$ cat config.mk
export PLATFORM = sky130hd
export DESIGN_NAME = xtea_block_cipher_core
export DESIGN_NICKNAME = d
export VERILOG_FILES = /design/src/hdl/xtea_pkg.sv /design/src/hdl/xtea_cfg_regs.sv /design/src/hdl/xtea_cell.sv /design/src/hdl/xtea_block_cipher_core.sv
export SDC_FILE = /design/constraint.sdc
export NUM_CORES = 2
export LEC_CHECK = 0
export ABC_AREA = 0
export BUFFER_PORTS_ARGS = -buffer_cell sky130_fd_sc_hd__buf_4
export CORE_ASPECT_RATIO = 1.5
export CORE_MARGIN = 2
export CORE_UTILIZATION = 40
export DETAILED_ROUTE_END_ITERATION = 8
export MAX_ROUTING_LAYER = met4
export PLACE_DENSITY_LB_ADDON = 0.25
export REMOVE_ABC_BUFFERS = 1
export SLEW_MARGIN = 5
export SYNTH_ARGS = -nofsm -noshare
export SYNTH_HDL_FRONTEND = slang
export SYNTH_HIERARCHICAL = 1
export SYNTH_SLANG_ARGS = --single-unit
$ cat constraint.sdc
create_clock -name i_clk -period 8.05 [get_ports i_clk]
set_input_delay 0.805 -clock i_clk [delete_from_list [all_inputs] [get_ports i_clk]]
set_output_delay 0.805 -clock i_clk [all_outputs]
set_load 0.01 [all_outputs]
$ cat src/hdl/xtea_pkg.sv
package xtea_pkg;

    // Round constant of the cipher
    localparam logic [31:0] XTEA_DELTA = 32'h9E37_79B9;

    // Configuration port geometry
    localparam int CFG_IDX_W  = 3;
    localparam int CFG_DATA_W = 32;
    localparam int RC_W       = 7;
    localparam int ROUNDS_W   = 8;

    // Register indexes of the configuration port
    typedef enum logic [CFG_IDX_W-1:0] {
        REG_KEY0   = 3'd0,
        REG_KEY1   = 3'd1,
        REG_KEY2   = 3'd2,
        REG_KEY3   = 3'd3,
        REG_ROUNDS = 3'd4
    } t_cfg_reg;

    typedef logic [3:0][31:0] t_key;

    // Settings seen by the datapath
    typedef struct packed {
        t_key                key;
        logic [ROUNDS_W-1:0] rounds;   // round count after saturation
        logic [31:0]         dec_sum;  // starting sum for decryption
    } t_cfg;

    // One block in flight: the half to update is a, the other half is b
    typedef struct packed {
        logic        dec;
        logic        phase;   // 0: first half round, 1: second half round
        logic [31:0] a;
        logic [31:0] b;
        logic [31:0] sum;
    } t_blk;

    function automatic logic [31:0] xtea_mix(input logic [31:0] x);
        return ((x << 4) ^ (x >> 5)) + x;
    endfunction

    // Clamp a programmed round count to the supported maximum
    function automatic logic [ROUNDS_W-1:0] sat_rounds(input logic [RC_W-1:0] rc,
                                                       input logic [ROUNDS_W-1:0] max_r);
        logic [ROUNDS_W-1:0] rc_ext;
        rc_ext = ROUNDS_W'(rc);
        return (rc_ext > max_r) ? max_r : rc_ext;
    endfunction

endpackage

$ cat src/hdl/xtea_cfg_regs.sv
module xtea_cfg_regs #(
    parameter int MAX_ROUNDS = 64
) (
    input  logic                               i_clk,
    input  logic                               i_rst_n,
    input  logic                               i_cfg_we,
    input  logic [xtea_pkg::CFG_IDX_W-1:0]     i_cfg_idx,
    input  logic [xtea_pkg::CFG_DATA_W-1:0]    i_cfg_data,
    output xtea_pkg::t_cfg                     o_cfg
);
    import xtea_pkg::*;

    localparam logic [ROUNDS_W-1:0] MAX_R      = ROUNDS_W'(MAX_ROUNDS);
    localparam logic [ROUNDS_W-1:0] RST_ROUNDS = (MAX_ROUNDS < 32) ? MAX_R : 8'd32;
    localparam logic [31:0]         RST_SUM    = 32'(XTEA_DELTA * 32'(RST_ROUNDS));

    t_key                r_key;
    logic [ROUNDS_W-1:0] r_rounds;
    logic [31:0]         r_dec_sum;
    logic [ROUNDS_W-1:0] n_rounds;

    // Clamp the written round count before it is stored
    assign n_rounds = sat_rounds(i_cfg_data[RC_W-1:0], MAX_R);

    // Decode writes; the decryption start sum is kept alongside the round count
    always_ff @(posedge i_clk) begin
        if (!i_rst_n) begin
            r_key     <= '0;
            r_rounds  <= RST_ROUNDS;
            r_dec_sum <= RST_SUM;
        end else if (i_cfg_we) begin
            unique case (i_cfg_idx) inside
                REG_KEY0, REG_KEY1, REG_KEY2, REG_KEY3: begin
                    r_key[i_cfg_idx[1:0]] <= i_cfg_data;
                end
                REG_ROUNDS: begin
                    r_rounds  <= n_rounds;
                    r_dec_sum <= XTEA_DELTA * 32'(n_rounds);
                end
                default: begin
                end
            endcase
        end
    end

    assign o_cfg = '{key: r_key, rounds: r_rounds, dec_sum: r_dec_sum};

endmodule

$ cat src/hdl/xtea_cell.sv
module xtea_cell #(
    parameter int CNT_W = 8
) (
    input  logic               i_clk,
    input  logic               i_rst_n,
    input  xtea_pkg::t_key     i_key,
    input  logic               i_vld,
    input  logic [CNT_W-1:0]   i_cnt,
    input  xtea_pkg::t_blk     i_blk,
    output logic               o_vld,
    output logic [CNT_W-1:0]   o_cnt,
    output xtea_pkg::t_blk     o_blk
);
    import xtea_pkg::*;

    logic             r_vld;
    logic [CNT_W-1:0] r_cnt;
    t_blk             r_blk;

    logic [1:0]       key_sel;
    logic [31:0]      f_val;
    logic [31:0]      a_new;
    logic [31:0]      sum_new;

    // Hold the block handed over by the previous cell
    always_ff @(posedge i_clk) begin
        if (!i_rst_n) begin
            r_vld <= 1'b0;
        end else begin
            r_vld <= i_vld;
        end
    end

    always_ff @(posedge i_clk) begin
        r_cnt <= i_cnt;
        r_blk <= i_blk;
    end

    // One half round: update a from b, then swap the halves for the next cell
    always_comb begin
        key_sel = (r_blk.phase ^ r_blk.dec) ? r_blk.sum[12:11] : r_blk.sum[1:0];
        f_val   = xtea_mix(r_blk.b) ^ (r_blk.sum + i_key[key_sel]);
        a_new   = r_blk.dec ? (r_blk.a - f_val) : (r_blk.a + f_val);
        if (r_blk.phase) begin
            sum_new = r_blk.sum;
        end else if (r_blk.dec) begin
            sum_new = r_blk.sum - XTEA_DELTA;
        end else begin
            sum_new = r_blk.sum + XTEA_DELTA;
        end
    end

    assign o_vld = r_vld;
    assign o_cnt = r_cnt - CNT_W'(1);
    assign o_blk = '{dec: r_blk.dec, phase: ~r_blk.phase, a: r_blk.b, b: a_new,
                     sum: sum_new};

endmodule

$ cat src/hdl/xtea_block_cipher_core.sv
// XTEA cipher core: pulse start with a 64-bit block and an action bit (0 encrypt,
// 1 decrypt) while busy is low; the block is taken at that edge. Blocks circulate
// through a ring of NUM_CELLS half-round cells, one half round per cell per cycle,
// so a block with R rounds (round_count clamped to MAX_ROUNDS) runs all its half
// rounds in the ring and then reports on o_done through a register, and a round
// count of zero reports on the next cycle. Up to NUM_CELLS blocks share the ring,
// so a new block can be taken while earlier blocks are still in flight; busy is
// high while a block in the last cell is about to wrap into the first one. Results
// leave in the order the blocks came in. o_done and the result words are valid
// for exactly one cycle and the receiver cannot stall them, so capture the result
// on that cycle. Configuration writes take effect at once and belong to idle time.
module xtea_block_cipher_core #(
    parameter int MAX_ROUNDS = 64,   // 1 to 255
    parameter int NUM_CELLS  = 2     // 1 or more
) (
    input  logic                               i_clk,
    input  logic                               i_rst_n,
    input  logic                               i_cfg_we,
    input  logic [xtea_pkg::CFG_IDX_W-1:0]     i_cfg_idx,
    input  logic [xtea_pkg::CFG_DATA_W-1:0]    i_cfg_data,
    input  logic                               start,
    output logic                               busy,
    input  logic                               i_action,
    input  logic [31:0]                        i_left_half,
    input  logic [31:0]                        i_right_half,
    output logic                               o_done,
    output logic [31:0]                        o_left_out,
    output logic [31:0]                        o_right_out
);
    import xtea_pkg::*;

    localparam int CNT_W = $clog2(2 * MAX_ROUNDS + 1);

    t_cfg             cfg;

    logic             cell_in_vld  [NUM_CELLS];
    logic [CNT_W-1:0] cell_in_cnt  [NUM_CELLS];
    t_blk             cell_in_blk  [NUM_CELLS];
    logic             cell_out_vld [NUM_CELLS];
    logic [CNT_W-1:0] cell_out_cnt [NUM_CELLS];
    t_blk             cell_out_blk [NUM_CELLS];
    logic [NUM_CELLS-1:0] fin_vec;

    logic             wrap;
    logic             accept;
    logic             zero_rounds;
    t_blk             new_blk;
    t_blk             fin_blk;

    logic             r_done;
    logic [31:0]      r_left;
    logic [31:0]      r_right;
    logic             n_done;
    logic [31:0]      n_left;
    logic [31:0]      n_right;

    xtea_cfg_regs #(
        .MAX_ROUNDS (MAX_ROUNDS)
    ) u_cfg (
        .i_clk      (i_clk),
        .i_rst_n    (i_rst_n),
        .i_cfg_we   (i_cfg_we),
        .i_cfg_idx  (i_cfg_idx),
        .i_cfg_data (i_cfg_data),
        .o_cfg      (cfg)
    );

    // Ring of half-round cells
    for (genvar g = 0; g < NUM_CELLS; g++) begin : g_cell
        xtea_cell #(
            .CNT_W (CNT_W)
        ) u_cell (
            .i_clk   (i_clk),
            .i_rst_n (i_rst_n),
            .i_key   (cfg.key),
            .i_vld   (cell_in_vld[g]),
            .i_cnt   (cell_in_cnt[g]),
            .i_blk   (cell_in_blk[g]),
            .o_vld   (cell_out_vld[g]),
            .o_cnt   (cell_out_cnt[g]),
            .o_blk   (cell_out_blk[g])
        );

        // A block with no half rounds left drops out of the ring
        assign fin_vec[g] = cell_out_vld[g] && (cell_out_cnt[g] == '0);

        if (g > 0) begin : g_link
            assign cell_in_vld[g] = cell_out_vld[g-1] && (cell_out_cnt[g-1] != '0);
            assign cell_in_cnt[g] = cell_out_cnt[g-1];
            assign cell_in_blk[g] = cell_out_blk[g-1];
        end
    end

    // Entry into the first cell: a wrapping block has the slot, else a new one
    assign wrap        = cell_out_vld[NUM_CELLS-1] && (cell_out_cnt[NUM_CELLS-1] != '0);
    assign busy        = wrap;
    assign accept      = start && !busy;
    assign zero_rounds = (cfg.rounds == '0);

    always_comb begin
        new_blk.dec   = i_action;
        new_blk.phase = 1'b0;
        new_blk.a     = i_action ? i_right_half : i_left_half;
        new_blk.b     = i_action ? i_left_half  : i_right_half;
        new_blk.sum   = i_action ? cfg.dec_sum  : 32'd0;
    end

    assign cell_in_vld[0] = wrap || (accept && !zero_rounds);
    assign cell_in_cnt[0] = wrap ? cell_out_cnt[NUM_CELLS-1]
                                 : CNT_W'({1'b0, cfg.rounds, 1'b0});
    assign cell_in_blk[0] = wrap ? cell_out_blk[NUM_CELLS-1] : new_blk;

    // Pick the finishing block; at most one cell finishes in a cycle
    always_comb begin
        fin_blk = cell_out_blk[0];
        for (int k = 0; k < NUM_CELLS; k++) begin
            if (fin_vec[k]) begin
                fin_blk = cell_out_blk[k];
            end
        end
    end

    // Drive the result for one cycle; a zero-round block passes straight through
    always_comb begin
        n_done  = 1'b0;
        n_left  = fin_blk.dec ? fin_blk.b : fin_blk.a;
        n_right = fin_blk.dec ? fin_blk.a : fin_blk.b;
        if (accept && zero_rounds) begin
            n_done  = 1'b1;
            n_left  = i_left_half;
            n_right = i_right_half;
        end else if (|fin_vec) begin
            n_done  = 1'b1;
        end
    end

    always_ff @(posedge i_clk) begin
        if (!i_rst_n) begin
            r_done <= 1'b0;
        end else begin
            r_done <= n_done;
        end
    end

    always_ff @(posedge i_clk) begin
        r_left  <= n_left;
        r_right <= n_right;
    end

    assign o_done      = r_done;
    assign o_left_out  = r_left;
    assign o_right_out = r_right;

    // Two blocks in the ring never finish in the same cycle
    a_one_finish: assert property (@(posedge i_clk) disable iff (!i_rst_n)
        $countones(fin_vec) <= 1)
        else $error("two cells finished in one cycle");

    // A result only follows a transfer in or a block leaving the ring
    a_no_spurious: assert property (@(posedge i_clk) disable iff (!i_rst_n)
        o_done |-> ($past(start && !busy) || $past(|fin_vec)))
        else $error("result without a source block");

    // A zero-round block is reported on the next cycle
    a_zero_pass: assert property (@(posedge i_clk) disable iff (!i_rst_n)
        (start && !busy && zero_rounds) |=> o_done)
        else $error("zero-round block not passed through");

    // A block with rounds to run lands in the first cell
    a_enter: assert property (@(posedge i_clk) disable iff (!i_rst_n)
        (start && !busy && !zero_rounds) |=> cell_out_vld[0])
        else $error("accepted block lost at ring entry");

endmodule
Word level (Yosys, flattened, before mapping)

Index checks and enable logic that the tools add are counted.
W data, S select, Z words.

Input bits: 104
Register bits: 447
Word-level logic and storage cells: 105

Magnitude comparators: 5
Reduce and logical (&&, ||, !) cells: 21
$mul: 1
Bitwise logic cells: 8
Add/sub/neg operators: 14
Muxes and demuxes: 28
Eq/ne operators: 4

Operators by type and width:

| operator                 | number |
|---|---|
| $mux W32                 | 16 |
| $mux W98                 | 2 |
| $add A32 B32 Y32         | 6 |
| $bmux W32 S2             | 2 |
| $bwmux W128              | 1 |
| $add A32 B32 Y32 const B | 2 |
| $demux W32 S2            | 1 |
| $sub A32 B32 Y32         | 2 |
| $sub A32 B32 Y32 const B | 2 |
| $xor A32 B27 Y32         | 2 |
| $xor A32 B32 Y32         | 2 |
| $mul A32 B8 Y32 const A  | 1 |
| $logic_not A8 Y1         | 3 |
| $reduce_bool A8 Y1       | 2 |
| $sub A8 B1 Y8 const B    | 2 |
| $lt A2 B3 Y1 const B     | 3 |
| $logic_and A1 B1 Y1      | 8 |
| $mux W8                  | 1 |
| $gt A7 B7 Y1 const B     | 1 |
| $mux W7                  | 1 |
| $eq A3 B2 Y1 const B     | 2 |
| $mux W2                  | 2 |
| $reduce_and A2 Y1        | 2 |
| $reduce_or A4 Y1         | 1 |
| 10 further kinds         | 14 |

Longest topological paths before layout

Word-level depth: 11
Gate-level depth with buffers: 34
Depth with buffers taken out: 32

Cells and area by module

Netlist, hierarchy kept.

By module, submodules not included:

| module                       | sequential area each (µm²) | cells an instance | area each (µm²) | instances |
|---|---|---|---|---|
| xtea_cell (g_cell[0].u_cell) | 2,142.1                    | 1,400             | 11,711.2        | 1 |
| xtea_cell (g_cell[1].u_cell) | 2,142.1                    | 1,228             | 10,822.9        | 1 |
| xtea_cfg_regs                | 3,283.1                    | 1,093             | 9,341.5         | 1 |
| xtea_block_cipher_core       | 1,301.2                    | 714               | 6,060.8         | 1 |

Worst setup path before layout

Ideal clock, no wire load.

Path kind: reg2reg
From: register g_cell[1].u_cell.r_blk, in the netlist g_cell[1].u_cell/o_blk[97]
To: register r_left[31], in the netlist o_left_out[31]
Required time: 7.927 ns
Period minus slack after synthesis: 8.124 ns
Setup slack: -0.074 ns
Data arrival time: 8.000 ns
Buffers on the path: 2
Cell stages (with the launch flop): 34
Cells stage by stage: dfxtp_1 > clkbuf_1 > xor2_1 > nor2_1 > a21oi_1 > clkbuf_1 > mux4_2 > ha_1 > inv_1 > fa_1 > nand2b_1 > a21oi_2 > a211oi_1 > xnor2_1 > nor4_2 > nand4_1 > nor3_1 > nand4b_1 > o31a_1 > xor2_1 > ha_1 > a211o_1 > a211oi_1 > o21ai_0 > a221oi_1 > o211ai_1 > o211ai_1 > o21ai_0 > xnor3_1 > xnor2_1 > xnor2_1 > mux2i_1 > mux2i_1 > mux2_1

RTL lines:

| what                   | line                          | source |
|---|---|---|
| from (decl)            | xtea_cell.sv:18               | `t_blk r_blk;` |
| from (signal assigned) | xtea_cell.sv:36               | `r_blk <= i_blk;` |
| to (signal assigned)   | xtea_block_cipher_core.sv:146 | `r_left <= n_left;` |
| to (decl)              | xtea_block_cipher_core.sv:51  | `logic [31:0] r_left;` |

==> summary.txt <==
Run status
  • Status: finished, final reports clean

Detailed routing
  • WL final: 122000 µm
  • Initial DRC Count: roughly 1600
  • DRT Pass-1 Iters: 5
  • Avg WL per Cell: 21.1 µm
  • Via count: 32700
  • DRC: 0
  • Vias per std cell: roughly 5.7
  • Final ANT Viol Nets: 0

Setup path
  • RR Startpoint: g_cell[0].u_cell/o_blk[97]
  • Crit Reg-Reg Endpoint: o_left_out[31]
  • Worst endpoint required time: about 8500 ps
  • Worst setup EP type: flip-flop
  • Type of origin of the critical path: flip-flop
  • Critical Path AT: 8250 ps
  • CP Class: reg2reg
  • R2R cell count: 27
  • R2R setup slack: 300 ps
  • CP max FO: 9

GRT
  • Antenna violations before repair: 5
  • Grt ovf: 0
  • Vias in the first global route: 33100
  • Tot GR Track Use: 0.251
  • Largest net degree at the start of global routing: 102
  • First-pass GRT wire length: ~190000 µm

STA
  • Max Clock Freq: 129 MHz
  • Max_slew headroom: 0.0910
  • PnR worst setup slack: 298 ps
  • Final setup violating endpoints: 0
  • Clock skew: 23.1 ps
  • Min cycle time layout: 7750 ps
  • Worst-Margin Slew: between 1000 and 1500 ps
  • Setup TNS: 0 ps
  • Hold Slack: 420 ps
  • Final Hold Vio Count: 0
  • Fin crit share: 0.963
  • Slew Viols, Final: 0

CTS
  • CTS buffer count: 46
  • Clock latency on the worst-skew pair: 620 ps
  • CTS Hold Bufs: 0
  • CTS HTree Levels: 2
  • Worst-case clock buffer depth: 3
  • CTS tree: built
  • Clock sink total: 443
  • Clk pin slew, worst setup/hold paths: 60 ps
  • Clock root buffer: clkbuf_16

Logic synthesis
  • Number of flops mapped to enable cells by yosys: 0
  • Synth Area per Inst: 8.55 µm²
  • Yosys Warn Count: 6
  • Number of distinct library cells after synthesis: 124
  • Mapped Area: 37900 µm²
  • Cell count after synthesis: around 4400
  • Synth Register Bits: 443
  • Register area share after synthesis: 0.234
  • Post-synth ARST share: 0
  • Top FF cell, synth: dfxtp_1

Floorplanning
  • Initial core utilization: 0.403
  • Die X: 255 µm
  • I/O Pins: 170
  • Die area: 97400 µm²
  • Core box area: 94100 µm²
  • Die height: ~380 µm
  • FP Rows: 138

Finish
  • Area added between synthesis and finish: 10.6%
  • Fill cells: between 9000 and 10000
  • Layout cells sized above 1: 0.118
  • Fin nets: between 4000 and 5000
  • Post-Layout Cell Count: a little under 6000

Place
  • Post-DP HPWL: 98100 µm
  • IO Port Bufs: 169
  • DP Worst Slack: 24.7 ps
  • GP Congestion: between 1 and 1.5
  • Cells after DPL: 5674

Hold path
  • Min-delay src: i_right_half[6]
  • HP Class: in2reg
  • Worst Hold Depth: 2
  • WHS Endpoint: o_right_out[6]

Flow run
  • Max cap viols: 0
-- flip-flops by register name (all words and copies together), names as in the netlist --
name,flops
g_cell.u_cell/o_blk,66
g_cell.u_cell/o_vld,2
g_cell.u_cell/r_blk,130
g_cell.u_cell/r_cnt,16
o_done,1
o_left_out,32
o_right_out,32
u_cfg/o_cfg,128
u_cfg/r_dec_sum,32
u_cfg/r_rounds,4
-- through the flow --
| stage | area [µm²] | utilization |
|---|---|---|
| floorplan | 36600 | - |
| global placement | 40000 | 0.425 |
| detailed placement | 40000 | 0.425 |
| CTS | 41600 | 0.442 |
| global route | 42000 | 0.446 |
| finish | 42000 | 0.446 |
-- cell usage after synthesis, types with 15 or more instances --
| master | n | area [µm²] |
|---|---|---|
| nand2_1 | 668 | 2510 |
| dfxtp_1 | 443 | 8870 |
| ha_1 | 324 | 4050 |
| mux2i_1 | 265 | 2650 |
| a21oi_1 | 256 | 1280 |
| o21ai_0 | 232 | 1160 |
| xnor2_1 | 227 | 1990 |
| xor2_1 | 171 | 1500 |
| inv_1 | 169 | 634 |
| nor2_1 | 155 | 582 |
| a21boi_0 | 146 | 1100 |
| clkbuf_1 | 134 | 503 |
| nand3_1 | 110 | 551 |
| a21o_1 | 102 | 766 |
| buf_4 | 72 | 541 |
| mux4_2 | 64 | 1440 |
| mux2_1 | 62 | 698 |
| nor3_1 | 52 | 260 |
| fa_1 | 50 | 1000 |
| o211ai_1 | 49 | 368 |
| o21a_1 | 49 | 368 |
| a31oi_1 | 41 | 257 |
| and3_1 | 39 | 244 |
| and2_1 | 35 | 219 |
| nand2b_1 | 35 | 219 |
| nand4_1 | 29 | 181 |
| o21bai_1 | 23 | 173 |
| a211oi_1 | 22 | 165 |
| buf_2 | 22 | 110 |
| nor2b_1 | 20 | 125 |
| o31ai_1 | 17 | 128 |
| or3_1 | 15 | 93.8 |
-- routing by layer --
metal	wire (µm)	part of all wire	vias up	GRT usage
met4	7560	0.062	0	0.136
met2	63900	0.52	796	0.467
met5	0	0	-	-
li1	-	-	15900	-
met3	4340	0.036	321	0.0275
met1	46100	0.38	15700	0.256
-- how the worst max path moves through the flow --
stage / cells past startpoint / start / endpoint
2_1_floorplan: 30 / g_cell[1].u_cell/o_blk[97] / o_left_out[31]
3_3_place_gp: 28 / g_cell[0].u_cell/o_blk[97] / o_left_out[31]
3_5_place_dp: 28 / g_cell[0].u_cell/o_blk[97] / o_right_out[31]
4_1_cts: 28 / g_cell[0].u_cell/o_blk[97] / o_left_out[31]
5_1_grt: 34 / g_cell[1].u_cell/o_blk[97] / o_left_out[31]
6_report: 27 / g_cell[0].u_cell/o_blk[97] / o_left_out[31]
-- cell type report --
class / count / area [µm²] / share of cell area
Clock buffer: 60 / 1270 / 0.0304
Sequential cell: 443 / 8880 / 0.212
Clock inverter: 24 / 322 / 0.00766
Tap cell: 1260 / 1580 / 0.0376
Antenna cell: 5 / 12.5 / 0.000298
Multi-Input combinational cell: 3567 / 27300 / 0.651
Timing Repair Buffer: 251 / 1940 / 0.0461
Inverter: 170 / 641 / 0.0153
-- placed cells by master (no fill, tap or decap), drive strengths merged, types with 23 or more instances in the layout --
cell type and count:
buf 251, and2 37, mux4 64, nand2 669
a211oi 34, fa 50, nand4 30, a21oi 259
nor3 53, o21bai 23, o211ai 52, nand2b 35
mux2i 265, and3 43, dfxtp 443, nor2 155
inv 177, a21o 103, clkbuf 60, ha 324
a21boi 149, o21ai 246, xnor2 231, xor2 171
nand3 112, o21a 49, a31oi 42, mux2 69
-- repair_timing --
| item | CTS | global route |
|---|---|---|
| hold endpoints to repair | 0 | 0 |
| setup buffers | 0 | 17 |
| resized for setup | 0 | 43 |
| setup endpoints to repair | 0 | 12 |
-- worst max-delay path, stage by stage (launching register included) --
cell and delay, ps:
dfxtp_4 340, xor2_1 140, buf_4 160, a21oi_4 140, buf_12 140, buf_4 150
buf_4 200, mux4_2 540, ha_1 480, nand2_1 230, nor2_1 370, nand3_1 310
a211oi_1 900, o2111ai_1 350, a31oi_1 280, xor2_1 310, xor2_1 190, ha_1 280
and3_1 200, and3_1 200, or4_1 470, o22ai_1 180, xor2_1 200, xnor2_1 160
xnor2_1 130, mux2i_1 150, mux2i_1 90, mux2_1 310
-- kinds of logic (layout without fill, tap and decap cells) --
| group | Yosys count | in the layout | share of synthesized area |
|---|---|---|---|
| mux | 398 | 398 | 0.128 |
| xor+xnor | 409 | 409 | 0.0978 |
| buf+inv | 426 | 505 | 0.0531 |
| compound gates | 1118 | 1118 | 0.197 |
| flops | 443 | 443 | 0.234 |
| other cells | 2 | 8 | 0.000198 |
| simple gates | 1265 | 1265 | 0.157 |
| fa+ha+maj | 374 | 374 | 0.133 |
Power is not shown: default switching activity piles up to over one toggle a cycle in this logic, so the estimate is an artifact.
